--- config.mk ---
export PLATFORM = sky130hd
export DESIGN_NAME = ugnq_fifo
export DESIGN_NICKNAME = d
export VERILOG_FILES = /design/src/design/ugnq_fifo.sv
export SDC_FILE = /design/constraint.sdc
export NUM_CORES = 1
export LEC_CHECK = 0
export ABC_AREA = 1
export BUFFER_PORTS_ARGS = -buffer_cell sky130_fd_sc_hd__buf_2
export CORE_ASPECT_RATIO = 0.6
export CORE_UTILIZATION = 40
export DETAILED_ROUTE_END_ITERATION = 6
export SYNTH_ARGS = -nofsm -noshare
export SYNTH_HDL_FRONTEND = slang
export SYNTH_SLANG_ARGS = --single-unit
--- constraint.sdc ---
create_clock -name clock -period 2.2 [get_ports clock]
set_input_delay 0.22 -clock clock [delete_from_list [all_inputs] [get_ports clock]]
set_output_delay 0.22 -clock clock [all_outputs]
set_load 0.01 [all_outputs]
--- src/design/ugnq_fifo.sv ---
`timescale 1ns / 1ps
module ugnq_fifo #(
   parameter int WIDTH = 8,
   parameter int DEPTH = 2
) (
   input  logic             clock,
   input  logic             reset,
   input  logic             push,
   input  logic [WIDTH-1:0] wdata,
   output logic             full,
   input  logic             pop,
   output logic             empty,
   output logic [WIDTH-1:0] rdata
);
   localparam int PW = $clog2(DEPTH);

   logic [WIDTH-1:0] mem_ff [DEPTH];
   logic [PW-1:0]    wr_ff, wr_in, rd_ff, rd_in;
   logic [PW:0]      cnt_ff, cnt_in;
   logic             do_push, do_pop;

   assign full    = (cnt_ff == (PW+1)'(DEPTH));
   assign empty   = (cnt_ff == '0);
   assign do_push = push && !full;
   assign do_pop  = pop && !empty;
   assign rdata   = mem_ff[rd_ff];

   // pointer update
   always_comb begin
      wr_in  = do_push ? wr_ff + 1'b1 : wr_ff;
      rd_in  = do_pop ? rd_ff + 1'b1 : rd_ff;
      cnt_in = cnt_ff + (PW+1)'(do_push) - (PW+1)'(do_pop);
   end

   always_ff @(posedge clock) begin
      if (reset) begin
         wr_ff  <= '0;
         rd_ff  <= '0;
         cnt_ff <= '0;
      end else begin
         wr_ff  <= wr_in;
         rd_ff  <= rd_in;
         cnt_ff <= cnt_in;
      end
   end

   // storage
   always_ff @(posedge clock) begin
      if (do_push) begin
         mem_ff[wr_ff] <= wdata;
      end
   end
endmodule

==> results of run 1 <==
[metrics by stage]
stage,util (%),cells
after floorplan,-,64
after global placement,51.9,113
after detailed placement,51.9,113
after CTS,53.2,117
after global routing,53.2,117
final,53.2,117
[registers in the layout (all words and copies together) (netlist names), named ones only]
name and cells:
wr_ff 1, cnt_ff 2, mem_ff 16, rd_ff 1
[cell usage in the layout, fill, tap and decap left out, drive strengths merged]
cell,Yosys,layout
nand3,3,3
buf,1,22
dfxtp,5,5
edfxtp,16,16
a21oi,2,2
mux2,8,8
nand2,8,8
ha,2,2
inv,10,10
nor2,9,9
clkbuf,0,4
[routing by layer]
layer	share of wire (%)	wire length (µm)	up-vias	track usage (%)
met1	48	581	227	13.4
li1	-	-	264	-
met4	0.83	10	0	3.49
met3	6.5	78	3	6.25
met5	0	0	-	0
met2	44	533	15	22.3
[cell families (layout without fill, tap and decap cells)]
kind of cell / count (synthesis) / in the layout
mux: 8 / 8
simple gates: 20 / 20
buf+inv: 11 / 36
flops: 21 / 21
compound gates: 2 / 2
fa+ha+maj: 2 / 2
[cells in the mapped netlist]
master,count
a21oi_1,2
buf_6,1
dfxtp_1,5
edfxtp_1,16
ha_1,2
inv_1,10
mux2_4,8
nand2_1,8
nand3_1,3
nor2_1,7
nor2_2,2
[worst max-delay path by stage]
stage	startpoint	end	slack (ps)
finish	flip-flop	rdata[5]	550
floorplan	cnt_ff[0]	cnt_ff[1]	780
global route	cnt_ff[0]	cnt_ff[1]	370
detailed placement	cnt_ff[0]	cnt_ff[1]	640
CTS	flip-flop	rdata[5]	510
global placement	cnt_ff[0]	cnt_ff[1]	710
[worst max-delay path: stages, from the launching register on]
cell and delay (ps):
dfxtp_1 650, mux2_4 350, buf_2 140
[area by class of cell]
type	count	area [µm²]	area share, %
flip-flops and latches	21	581	56.3
multi-input cells	32	239	23.2
repair buffers	22	113	10.9
inverters	10	37.5	3.64
well taps	28	35.0	3.40
clock buffers	4	26.3	2.55
[power groups by stage]
stage               combinational (W)  clock [W]  sequential (W)
finish                       0.000377   0.000176        0.000566
global route                 0.000433   0.000205        0.000578
CTS                          0.000384   0.000183        0.000568
detailed placement           0.000382          0        0.000578
global placement             0.000379          0        0.000574
floorplan                    0.000296          0        0.000546
==> impl_metrics.json, run 1 <==
{
  "outcome": "completed",
  "antenna_found_initial": 0,
  "clk_latency_ps": 300,
  "p_leak_nw": 0.464,
  "grt_max_degree": 12,
  "worstSetupPathType": "reg2out",
  "grt_pass1_wl_um": 1990,
  "rsz0062_at_grt": "false",
  "synth_compound_area_share_pct": 1.15,
  "p_switching_w": 0.000351,
  "cp.arrival_ps": 1430,
  "drt_iter0_drc": 10,
  "total_power_w": 0.00112,
  "synth-adder-area-share_pct": 2.88,
  "p_int_w": 0.000769,
  "cts.htree.levels": 1,
  "ctsResizeCount": 0,
  "r2r_end": "cnt_ff[1]",
  "hold_buffers": 0,
  "slew_violations": 0,
  "start_util_pct": 44.8,
  "hold_slack_ps": 75.9,
  "reg2reg_slack_ps": 610,
  "cp-end-kind": "primary output",
  "fillers": 161,
  "cts_buffers": 3,
  "synth_cells": 64,
  "dieWidth_um": 62.2,
  "n_antenna_cell": 0,
  "synth_top_area_cell": "edfxtp_1",
  "fin_crit_ps": 1650,
  "p_comb_share_pct": 33.6,
  "rr_worst_depth": 10,
  "overflow": 0,
  "finalNetCount": 104,
  "setup_tns_ps": 0,
  "yosys_register_bits": 21,
  "synthDominantCellAreaShare_pct": 55.3,
  "post-cts-setup-buffers": 0,
  "fin_skew_ps": 0.693,
  "setup_ws_ps": 545,
  "routed_wl_um": 1200,
  "yosysSeqAreaShare_pct": 66.9,
  "pin_count": 22,
  "rows": 12,
  "startpoint_type": "flip-flop",
  "max-slew-margin-rel_pct": 66.2,
  "drc": 0,
  "dpl_worst_slack_ps": 641,
  "post-route-period-util_pct": 75.2,
  "power_density_nw_per_um2": 1090,
  "finalHoldViolCount": 0,
  "ant_nets": 0,
  "fmax_mhz": 604,
  "swShare_pct": 31.3,
  "yosys-mux-area-fraction_pct": 13.8,
  "synth_area_per_cell_um2": 13.6,
  "synth_nets": 78,
  "yosys-top-cells-area": "edfxtp_1, mux2_4, dfxtp_1",
  "die_h_um": 38.1,
  "postLayoutCellArea_um2": 1030,
  "drv_cap": 0,
  "cts_sinks": 21,
  "peakVddDrop_v": 0.000492,
  "r2r-start": "cnt_ff[0]",
  "dieArea_um2": 2370,
  "core-area_um2": 1940,
  "finalSetupViolations": 0,
  "synth-simple-area-share_pct": 9.65,
  "dp_hpwl_um": 948,
  "tightest_slew_ps": 507,
  "routedWlPerCell_um": 10.3,
  "worstPathMaxFanout": 8,
  "yosys_warnings": 0,
  "clkPwrFrac_pct": 15.8,
  "hold_depth": 2,
  "tritoncts": "yes",
  "grtUsageTotal_pct": 12.4,
  "synth_xor_area_share_pct": 0,
  "area_growth_pct": 18.7,
  "grt_pass1_vias": 455,
  "yosysUniqueCellTypes": 11,
  "via_per_inst": 4.35,
  "clk_pin_slew_worst_paths_ps": 100,
  "clockRootBuffer": "clkbuf_4",
  "required_ps": 1980,
  "syn_area_um2": 868,
  "cts_buffer_depth": 2,
  "port_buffers": 21,
  "synth_top_family_by_area": "multiplexers",
  "worst_hold_startpoint": "reset",
  "drive_gt1_share_pct": 39.3,
  "vias": 509,
  "gp_congestion": 0.756,
  "place_area_um2": 1000,
  "min_to": "cnt_ff[0]",
  "holdCritPathClass": "in2reg",
  "firstDrtPassIters": 3,
  "p_seq_share_pct": 50.6
}
Note: power is estimated with default switching activity, not from simulation.
==> inputs of run 2 (changes only) <==
--- a/config.mk
+++ b/config.mk
@@ -10,6 +10,7 @@
 export CORE_ASPECT_RATIO = 0.6
 export CORE_UTILIZATION = 40
 export DETAILED_ROUTE_END_ITERATION = 6
+export PLACE_DENSITY = 0.65
 export SYNTH_ARGS = -nofsm -noshare
 export SYNTH_HDL_FRONTEND = slang
 export SYNTH_SLANG_ARGS = --single-unit
==> constraint.sdc (replaced) <==
create_clock -name clock -period 1.45 [get_ports clock]
set_input_delay 0.145 -clock clock [delete_from_list [all_inputs] [get_ports clock]]
set_output_delay 0.145 -clock clock [all_outputs]
set_load 0.01 [all_outputs]
==> run 2 against run 1 <==
Against the previous run:
- total power increased by 73%
- wire length increased by 14%
- critical path type is now reg2reg
- non-clock buffer count increased by 7
- design area increased by 12%
- clock power increased by 51%
- via count increased by 6.5%
- core utilization increased by 6.3 points
- flip-flop and latch count unchanged
==> impl_metrics.json, run 2 (same netlist as run 1, synthesis figures left out) <==
{
  "drt_iter0_drc": 16,
  "drive_gt1_share_pct": 56.3,
  "grt_max_degree": 12,
  "tritoncts": "yes",
  "ant_nets": 0,
  "cts_buffer_depth": 2,
  "grtUsageTotal_pct": 13.5,
  "reg2reg_slack_ps": 80,
  "setup_tns_ps": 0,
  "worst_hold_startpoint": "wdata[5]",
  "rsz0062_at_grt": "true",
  "reg.largest.list": "mem_ff x16, cnt_ff x2",
  "cts_sinks": 21,
  "p_leak_nw": 0.507,
  "gp_congestion": 0.734,
  "cp-end-kind": "flip-flop",
  "top_register": "mem_ff",
  "tightest_slew_ps": 322,
  "clockRootBuffer": "clkbuf_4",
  "via_per_inst": 4.37,
  "holdCritPathClass": "in2reg",
  "min_to": "mem_ff[1][5]",
  "largest_reg_flops": 16,
  "drv_cap": 0,
  "fmax_mhz": 732,
  "power_density_nw_per_um2": 1680,
  "area_growth_pct": 32.7,
  "rr_worst_depth": 7,
  "hold_depth": 1,
  "rows": 12,
  "startpoint_type": "flip-flop",
  "start_util_pct": 44.8,
  "max-slew-margin-rel_pct": 78.5,
  "n_antenna_cell": 0,
  "startpoint": "cnt_ff[0]",
  "port_buffers": 21,
  "finalSetupViolations": 0,
  "peakVddDrop_v": 0.000792,
  "fin_skew_ps": 1.72,
  "grt_pass1_vias": 516,
  "cp.arrival_ps": 1380,
  "slew_violations": 0,
  "routedWlPerCell_um": 11.0,
  "finalHoldViolCount": 0,
  "clk_pin_slew_worst_paths_ps": 110,
  "outcome": "completed",
  "clk_latency_ps": 290,
  "dieWidth_um": 62.2,
  "worstSetupPathType": "reg2reg",
  "cts.htree.levels": 1,
  "final_common_cell": "buf_2",
  "core-area_um2": 1940,
  "cts_buffers": 3,
  "post-route-period-util_pct": 94.3,
  "overflow": 0,
  "fillers": 160,
  "routed_wl_um": 1370,
  "grt_pass1_wl_um": 2210,
  "antenna_found_initial": 0,
  "worstPathMaxFanout": 8,
  "vias": 542,
  "pin_count": 22,
  "dp_hpwl_um": 1030,
  "r2r_end": "mem_ff[0][7]",
  "fin_crit_ps": 1370,
  "final_cell_mix": "buf_2, edfxtp_1, mux2_4",
  "hold_slack_ps": 32.2,
  "r2r-start": "cnt_ff[0]",
  "finalNetCount": 111,
  "die_h_um": 38.1,
  "dieArea_um2": 2370,
  "drc": 0,
  "firstDrtPassIters": 3,
  "required_ps": 1460
}
==> run 2: cell count changes in the layout (fill, tap and decap cells not counted), moves of 3 or more <==
cell and delta:
buf_4 +5, dfxtp_1 -3, inv_1 -3, inv_2 +3
nand2_1 -3
==> run 2: layer usage <==
metal | track usage (%) | up-vias | wire length (µm)
met4 | 3.49 | 0 | 0
met1 | 14.4 | 251 | 598
met5 | 0 | - | 0
li1 | - | 277 | -
met2 | 24.5 | 14 | 696
met3 | 6.85 | 0 | 75
==> run 2: worst max-delay path by stage <==
| stage | to | slack, ps | depth (start not counted) |
|---|---|---|---|
| floorplan | cnt_ff[1] | 30 | 10 |
| global placement | cnt_ff[1] | -20 | 10 |
| detailed placement | cnt_ff[1] | -60 | 10 |
| CTS | cnt_ff[1] | 5 | 11 |
| global route | cnt_ff[1] | -8 | 11 |
| finish | mem_ff[0][7] | 80 | 7 |
==> run 2: layout make-up <==
cell class | instances | area (µm²) | area share (%)
multi-input cells | 32 | 295 | 25.6
well taps | 28 | 35.0 | 3.04
inverters | 10 | 37.5 | 3.26
clock buffers | 4 | 26.3 | 2.28
flip-flops and latches | 21 | 587 | 50.9
repair buffers | 29 | 171 | 14.9
==> run 2: worst max-delay path, stage by stage, from the launching register on <==
cell	delay, ps
dfxtp_4	380
inv_2	40
nand2_2	60
nand2_2	70
buf_4	130
buf_4	120
nor2_1	80
buf_4	190
==> run 2: where the power goes <==
group / switching (W) / leakage (nW) / internal, W / total, W
logic: 0.000398 / 0.299 / 0.000420 / 0.000818
clock network: 0.000159 / 0.0150 / 0.000107 / 0.000266
registers: 0.0000692 / 0.192 / 0.000788 / 0.000857
==> run 2: what timing repair did <==
item / 4_1_cts / 5_1_grt
hold endpoints to repair: 1 / 0
setup buffers: 2 / 1
pin swaps: 1 / 3
cloned: 0 / 0
endpoints found under the setup margin: 1 / 6
hold buffers: 1 / 0
resized for setup: 3 / 16
==> run 2: metrics by stage <==
step                      cells  total power (W)  setup slack (ps)  instance area (µm²)  util (%)
final                       124          0.00194              83.4                 1150      59.5
after global routing        124          0.00210             -7.86                 1150      59.5
after CTS                   123          0.00179              5.30                 1080      55.9
after detailed placement    116          0.00149             -61.3                 1030      53.0
after global placement      116          0.00148             -19.3                 1030      53.0
after floorplan              64          0.00128              26.6                  868         -
