[src/design/ugnq_pkg.sv]
`timescale 1ns / 1ps
package ugnq_pkg;

   // request codes
   localparam logic [1:0] OP_CLEAR  = 2'd0;
   localparam logic [1:0] OP_INSERT = 2'd1;
   localparam logic [1:0] OP_RADIUS = 2'd2;
   localparam logic [1:0] OP_RECT   = 2'd3;

   // register indexes
   localparam logic CSR_SMALL_RADIUS = 1'b0;
   localparam logic CSR_LARGE_RADIUS = 1'b1;

   localparam int DEF_GRID_WIDTH   = 16;
   localparam int DEF_GRID_HEIGHT  = 16;
   localparam int DEF_MAX_ENTITIES = 64;
   localparam int DEF_CELL_SHIFT   = 10;

   localparam int HIT_CAP = 64;
   localparam int HIT_W   = 7;
   localparam int IDX_W   = 6;
   localparam int CORD_W  = 6;
   localparam int EXT_W   = 15;
   localparam int POS_W   = 16;

   localparam logic [EXT_W-1:0] SMALL_RADIUS_RST = 15'd320;
   localparam logic [EXT_W-1:0] LARGE_RADIUS_RST = 15'd560;

   // command from front to back
   typedef struct packed {
      logic [1:0]              op;
      logic [IDX_W-1:0]        idx;
      logic signed [POS_W-1:0] px;
      logic signed [POS_W-1:0] py;
      logic                    big;
      logic [EXT_W-1:0]        w;
      logic [EXT_W-1:0]        h;
      logic [CORD_W-1:0]       x0;
      logic [CORD_W-1:0]       x1;
      logic [CORD_W-1:0]       y0;
      logic [CORD_W-1:0]       y1;
      logic                    none;
   } cmd_type;

   // one result item
   typedef struct packed {
      logic [IDX_W-1:0] hit_index;
      logic             hit_valid;
      logic             last;
   } rsp_type;

endpackage

[src/design/ugnq_fifo.sv]
`timescale 1ns / 1ps
module ugnq_fifo #(
   parameter int WIDTH = 8,
   parameter int DEPTH = 2
) (
   input  logic             clock,
   input  logic             reset,
   input  logic             push,
   input  logic [WIDTH-1:0] wdata,
   output logic             full,
   input  logic             pop,
   output logic             empty,
   output logic [WIDTH-1:0] rdata
);
   localparam int PW = $clog2(DEPTH);

   logic [WIDTH-1:0] mem_ff [DEPTH];
   logic [PW-1:0]    wr_ff, wr_in, rd_ff, rd_in;
   logic [PW:0]      cnt_ff, cnt_in;
   logic             do_push, do_pop;

   assign full    = (cnt_ff == (PW+1)'(DEPTH));
   assign empty   = (cnt_ff == '0);
   assign do_push = push && !full;
   assign do_pop  = pop && !empty;
   assign rdata   = mem_ff[rd_ff];

   // pointer update
   always_comb begin
      wr_in  = do_push ? wr_ff + 1'b1 : wr_ff;
      rd_in  = do_pop ? rd_ff + 1'b1 : rd_ff;
      cnt_in = cnt_ff + (PW+1)'(do_push) - (PW+1)'(do_pop);
   end

   always_ff @(posedge clock) begin
      if (reset) begin
         wr_ff  <= '0;
         rd_ff  <= '0;
         cnt_ff <= '0;
      end else begin
         wr_ff  <= wr_in;
         rd_ff  <= rd_in;
         cnt_ff <= cnt_in;
      end
   end

   // storage
   always_ff @(posedge clock) begin
      if (do_push) begin
         mem_ff[wr_ff] <= wdata;
      end
   end
endmodule

[src/design/ugnq_front.sv]
`timescale 1ns / 1ps
module ugnq_front #(
   parameter int GRID_WIDTH   = ugnq_pkg::DEF_GRID_WIDTH,
   parameter int GRID_HEIGHT  = ugnq_pkg::DEF_GRID_HEIGHT,
   parameter int MAX_ENTITIES = ugnq_pkg::DEF_MAX_ENTITIES,
   parameter int CELL_SHIFT   = ugnq_pkg::DEF_CELL_SHIFT
) (
   input  logic                  clock,
   input  logic                  reset,
   input  logic                  req_push,
   output logic                  req_full,
   input  logic [1:0]            req_type,
   input  logic [5:0]            req_ent_index,
   input  logic signed [15:0]    req_pos_x,
   input  logic signed [15:0]    req_pos_y,
   input  logic                  req_ent_alive,
   input  logic                  req_ent_large,
   input  logic [14:0]           req_extent_w,
   input  logic [14:0]           req_extent_h,
   input  logic                  cmd_pop,
   output logic                  cmd_empty,
   output ugnq_pkg::cmd_type     cmd
);
   import ugnq_pkg::*;

   // lower bound: negative clamps to zero, flag when past the grid
   function automatic logic [CORD_W:0] lo_cell(logic signed [17:0] v, int n);
      logic [17:0] sh;
      sh = 18'(v >>> CELL_SHIFT);
      if (v < 0) begin
         lo_cell = '0;
      end else if (sh > 18'(n - 1)) begin
         lo_cell = {1'b1, CORD_W'(n - 1)};
      end else begin
         lo_cell = {1'b0, sh[CORD_W-1:0]};
      end
   endfunction

   // upper bound: truncation toward zero, flag when below cell zero
   function automatic logic [CORD_W:0] hi_cell(logic signed [17:0] v, int n);
      logic [17:0] sh;
      sh = 18'(v >>> CELL_SHIFT);
      if (v <= -(18'sd1 <<< CELL_SHIFT)) begin
         hi_cell = {1'b1, CORD_W'(0)};
      end else if (v < 0) begin
         hi_cell = '0;
      end else if (sh > 18'(n - 1)) begin
         hi_cell = {1'b0, CORD_W'(n - 1)};
      end else begin
         hi_cell = {1'b0, sh[CORD_W-1:0]};
      end
   endfunction

   logic signed [17:0] px, py, w, h, xa, xb, ya, yb;
   logic [CORD_W:0]    lx, hx, ly, hy;
   cmd_type            cmd_in;
   logic               take;

   assign px = 18'(req_pos_x);
   assign py = 18'(req_pos_y);
   assign w  = {3'b000, req_extent_w};
   assign h  = {3'b000, req_extent_h};

   // covered range per request kind
   always_comb begin
      xa = px;
      xb = px;
      ya = py;
      yb = py;
      case (req_type)
         OP_RADIUS: begin
            xa = px - w;
            xb = px + w;
            ya = py - w;
            yb = py + w;
         end
         OP_RECT: begin
            xb = px + w;
            yb = py + h;
         end
         default: begin
         end
      endcase
      lx = lo_cell(xa, GRID_WIDTH);
      ly = lo_cell(ya, GRID_HEIGHT);
      hx = hi_cell(xb, GRID_WIDTH);
      hy = hi_cell(yb, GRID_HEIGHT);
   end

   // classified command
   always_comb begin
      cmd_in.op    = req_type;
      cmd_in.idx   = req_ent_index;
      cmd_in.px    = req_pos_x;
      cmd_in.py    = req_pos_y;
      cmd_in.big   = req_ent_large;
      cmd_in.w     = req_extent_w;
      cmd_in.h     = req_extent_h;
      cmd_in.x0    = lx[CORD_W-1:0];
      cmd_in.y0    = ly[CORD_W-1:0];
      cmd_in.x1    = hx[CORD_W-1:0];
      cmd_in.y1    = hy[CORD_W-1:0];
      cmd_in.none  = lx[CORD_W] || ly[CORD_W] || hx[CORD_W] || hy[CORD_W] ||
                     (lx[CORD_W-1:0] > hx[CORD_W-1:0]) ||
                     (ly[CORD_W-1:0] > hy[CORD_W-1:0]);
   end

   // inserts that change nothing are dropped here
   assign take = req_push && ((req_type != OP_INSERT) ||
                 (req_ent_alive && (32'(req_ent_index) < MAX_ENTITIES)));

   logic cmd_full;
   assign req_full = cmd_full;

   ugnq_fifo #(.WIDTH($bits(cmd_type)), .DEPTH(2)) u_cmdq (
      .clock(clock),
      .reset(reset),
      .push (take),
      .wdata(cmd_in),
      .full (cmd_full),
      .pop  (cmd_pop),
      .empty(cmd_empty),
      .rdata(cmd)
   );
endmodule

[config.mk]
export PLATFORM = sky130hd
export DESIGN_NAME = ugnq_front
export DESIGN_NICKNAME = d
export VERILOG_FILES = /design/src/design/ugnq_pkg.sv /design/src/design/ugnq_fifo.sv /design/src/design/ugnq_front.sv
export SDC_FILE = /design/constraint.sdc
export NUM_CORES = 1
export LEC_CHECK = 0
export BUFFER_PORTS_ARGS = -buffer_cell sky130_fd_sc_hd__buf_4
export CORE_ASPECT_RATIO = 0.5
export CORE_MARGIN = 2
export CORE_UTILIZATION = 25
export DETAILED_ROUTE_END_ITERATION = 8
export PLACE_DENSITY = 0.48
export SETUP_SLACK_MARGIN = 0.02
export SLEW_MARGIN = 10
export SYNTH_ARGS = -nofsm -noshare
export SYNTH_HDL_FRONTEND = slang
export SYNTH_SLANG_ARGS = --single-unit
[constraint.sdc]
create_clock -name clock -period 19.8 [get_ports clock]
set_clock_uncertainty 0.1 [all_clocks]
set_input_delay 2.97 -clock clock [delete_from_list [all_inputs] [get_ports clock]]
set_output_delay 2.97 -clock clock [all_outputs]
set_load 0.02 [all_outputs]
==> impl_metrics.tcl <==
set metrics [dict create \
    synth-async-reset-ratio_pct 0 \
    ys_ff_latch 197 \
    rows 52 \
    required_ns 19.88 \
    fp.dieArea_um2 43570 \
    ys_top_cells_by_count "192 x edfxtp_1, 111 x mux2_2, 74 x ha_1" \
    initial_core_util_pct 25.58 \
    die_width_um 293.2 \
    num_antenna_cells 0 \
    crit_type "input pin to flop" \
    synth_area_per_cell_um2 13.65 \
    drive_gt1_share_pct 36.30 \
    critPathArrivalTime_ns 8.47 \
    yosys.cell_types.count 69 \
    vias 6783 \
    dp_hpwl_mm 20.11 \
    antenna_found_initial 0 \
    synthesis.area_um2 10450 \
    grt_start_max_net_pins 51 \
    critPathMaxFanout 24 \
    startpoint "req_type[1]" \
    post-place-cells 1486 \
    layout.cells.non_filler 1518 \
    final.setup.tns_ns 0 \
    fin_crit_sh_pct 42.37 \
    max_freq_mhz 119.2 \
    cts_root_buffer "clkbuf_16" \
    synth.top_cell.area_share_pct 55.15 \
    p_leak_uw 0.005001 \
    clock_path_buffers 2 \
    drtPass1Iterations 4 \
    cts.sinks 197 \
    grt_setup_unrepaired "false" \
    netlist_instances 766 \
    cts_made_buffers 17 \
    post_cts_buffers 0 \
    yosysTopAreaCell "edfxtp_1" \
    cts_tree "done" \
    drv_slew 0 \
    max_slew.worst_pin.slew_ns 0.7673 \
    numPortBuffers 173 \
    ios 174 \
    viasPerCell 4.468 \
    hold_viol_final 0 \
    gr-usage-all-layers_pct 12.65 \
    synthMostInstantiatedCell "edfxtp_1" \
    clkTransAtPathRegs_ns 0.08 \
    drc_errors 0 \
    wire_per_inst_um 18.11 \
    hp-class "flop to flop" \
    start_kind "input pin" \
    h-tree-depth 4 \
    seq_area_um2 5869 \
    fillers 4103 \
    area_growth_pct 25.23 \
    grt_overflow 0 \
    placed_area_um2 12480 \
    final_cell_area_um2 13090 \
    multi_input_area_um2 4453 \
    routabilityCongestion 0.8342 \
    cap_viol_max_count 0 \
    fp.dieH_um 148.6 \
    synth_warnings 0 \
    grt_pass1_wl_mm 41.16 \
    setup_viol 0 \
    drtAntennaViolNets 0 \
    ir_worst_vdd_uv 44.05 \
    ys.flop_type "edfxtp_1" \
    post_cts_resized 0 \
    clk_latency_ns 0.45 \
    synth_area_leaders "edfxtp_1 55%, mux2_2 12%, ha_1 8.9%" \
    worstHoldStart "u_cmdq.rd_ff" \
    final_util_pct 32.04 \
    worstSetupEndpointType "flop" \
    period_minus_slack_ns 8.389 \
    seq_area_frac_synth_pct 56.11 \
    nets 1117 \
    drt-total-wl_mm 27.49 \
    core_area_um2 40860 \
    slew_headroom_pct 48.66 \
    cts-hold-fix-buffers 0 \
    r2r_start "u_cmdq.cnt_ff[1]" \
    drtIter0Drc 408 \
    synth_edf_count 192 \
    outcome "complete, no violations" \
    powerDensity_nw_per_um2 107.3 \
    power.total_uw 1405 \
    grt_pass1_vias 6879 \
]
-- layout make-up --
cell class,instances,share of cell area (%)
Clock inverter,15,1.443
Clock buffer,17,3.250
Multi-Input combinational cell,532,34.02
Tap cell,540,5.161
Sequential cell,197,44.83
Timing Repair Buffer,177,10.15
Inverter,40,1.147
-- per-stage QoR --
step | hold WS (ns) | setup slack (ns)
floorplan | 0.3813 | 11.19
global placement | 0.3946 | 11.10
detailed placement | 0.4111 | 10.96
CTS | 0.4299 | 11.44
global route | 0.4591 | 10.94
finish | 0.4194 | 11.41
-- cell families after synthesis --
kind of cell,Yosys count,share of synthesized area [%]
other cells,2,0.07184
flops,197,56.11
simple gates,128,6.715
xor+xnor,33,2.765
buf+inv,59,2.178
compound gates,152,10.20
fa+ha+maj,76,9.240
mux,119,12.72
-- worst max-delay path, cell delays in order --
cell      delay [ns]
buf_4           0.31
nand2_1         0.50
mux2_2          0.38
ha_1            0.20
inv_1           0.07
fa_1            0.39
nand2b_1        0.19
a21oi_1         0.25
o221ai_1        0.28
o21ai_1         0.20
a31o_2          0.19
xor2_1          0.14
mux2i_1         0.17
a31o_2          0.30
ha_1            0.30
nor2b_1         0.13
o21a_1          0.16
o21ai_0         0.16
nand2b_1        0.08
a211oi_1        0.32
o22ai_1         0.17
nor4_1          0.29
a31o_1          0.19
nand4b_1        0.11
-- flip-flops by register name (all words and copies together) (netlist names), named ones only --
register,count
u_cmdq.mem_ff,192
u_cmdq.cnt_ff,2
u_cmdq.wr_ff,1
u_cmdq.rd_ff,1
-- cell usage in the layout (no fill, tap or decap), types with 3 or more instances in the layout --
master,instances
inv_6,3
inv_1,39
nor2_1,35
nand3_1,4
nor3_1,11
inv_8,4
nand4_1,6
o21bai_1,3
a21o_1,13
a21oi_1,43
mux2i_1,8
ha_1,74
nor2b_1,7
a31oi_1,4
nor3b_1,4
o31ai_1,3
nand4b_1,3
dfxtp_1,4
nor4_1,6
o21a_1,12
a2111oi_2,3
conb_1,24
clkbuf_16,17
nand2b_1,10
and3_1,4
a211oi_1,7
o2111ai_1,3
a211oi_2,3
a31o_2,5
o22ai_1,5
o21ai_1,5
mux2_2,111
or2_2,4
edfxtp_1,192
buf_4,177
o21ai_0,21
nand2_1,18
xnor2_1,21
xor2_1,12
a21oi_2,3
-- where the power goes --
part	total (uW)	internal [uW]	switching, uW
clock network	365	192	173
registers	555	528	26.7
logic	485	216	269
total	1410	937	468
-- per-layer routing --
metal | track usage (%) | share of wire, % | routed length [um] | vias to the layer above
li1 | - | - | - | 3290
met1 | 16.04 | 46 | 12730 | 3386
met2 | 21.93 | 50 | 13660 | 88
met3 | 2.540 | 2.7 | 739 | 19
met4 | 3.648 | 1.3 | 368 | 0
met5 | 0 | 0 | 0 | -
-- path summary, 6_finish.rpt --
| check | cells past startpoint | end | slack, ns |
|---|---|---|---|
| min reg2reg | 2 | u_cmdq.rd_ff | 0.42 |
| max | 24 | u_cmdq.mem_ff[0][0] | 11.41 |
| min | 2 | u_cmdq.rd_ff | 0.42 |
| max reg2reg | 5 | u_cmdq.mem_ff[1][92] | 16.89 |
Note: power is estimated with default switching activity, not from simulation.
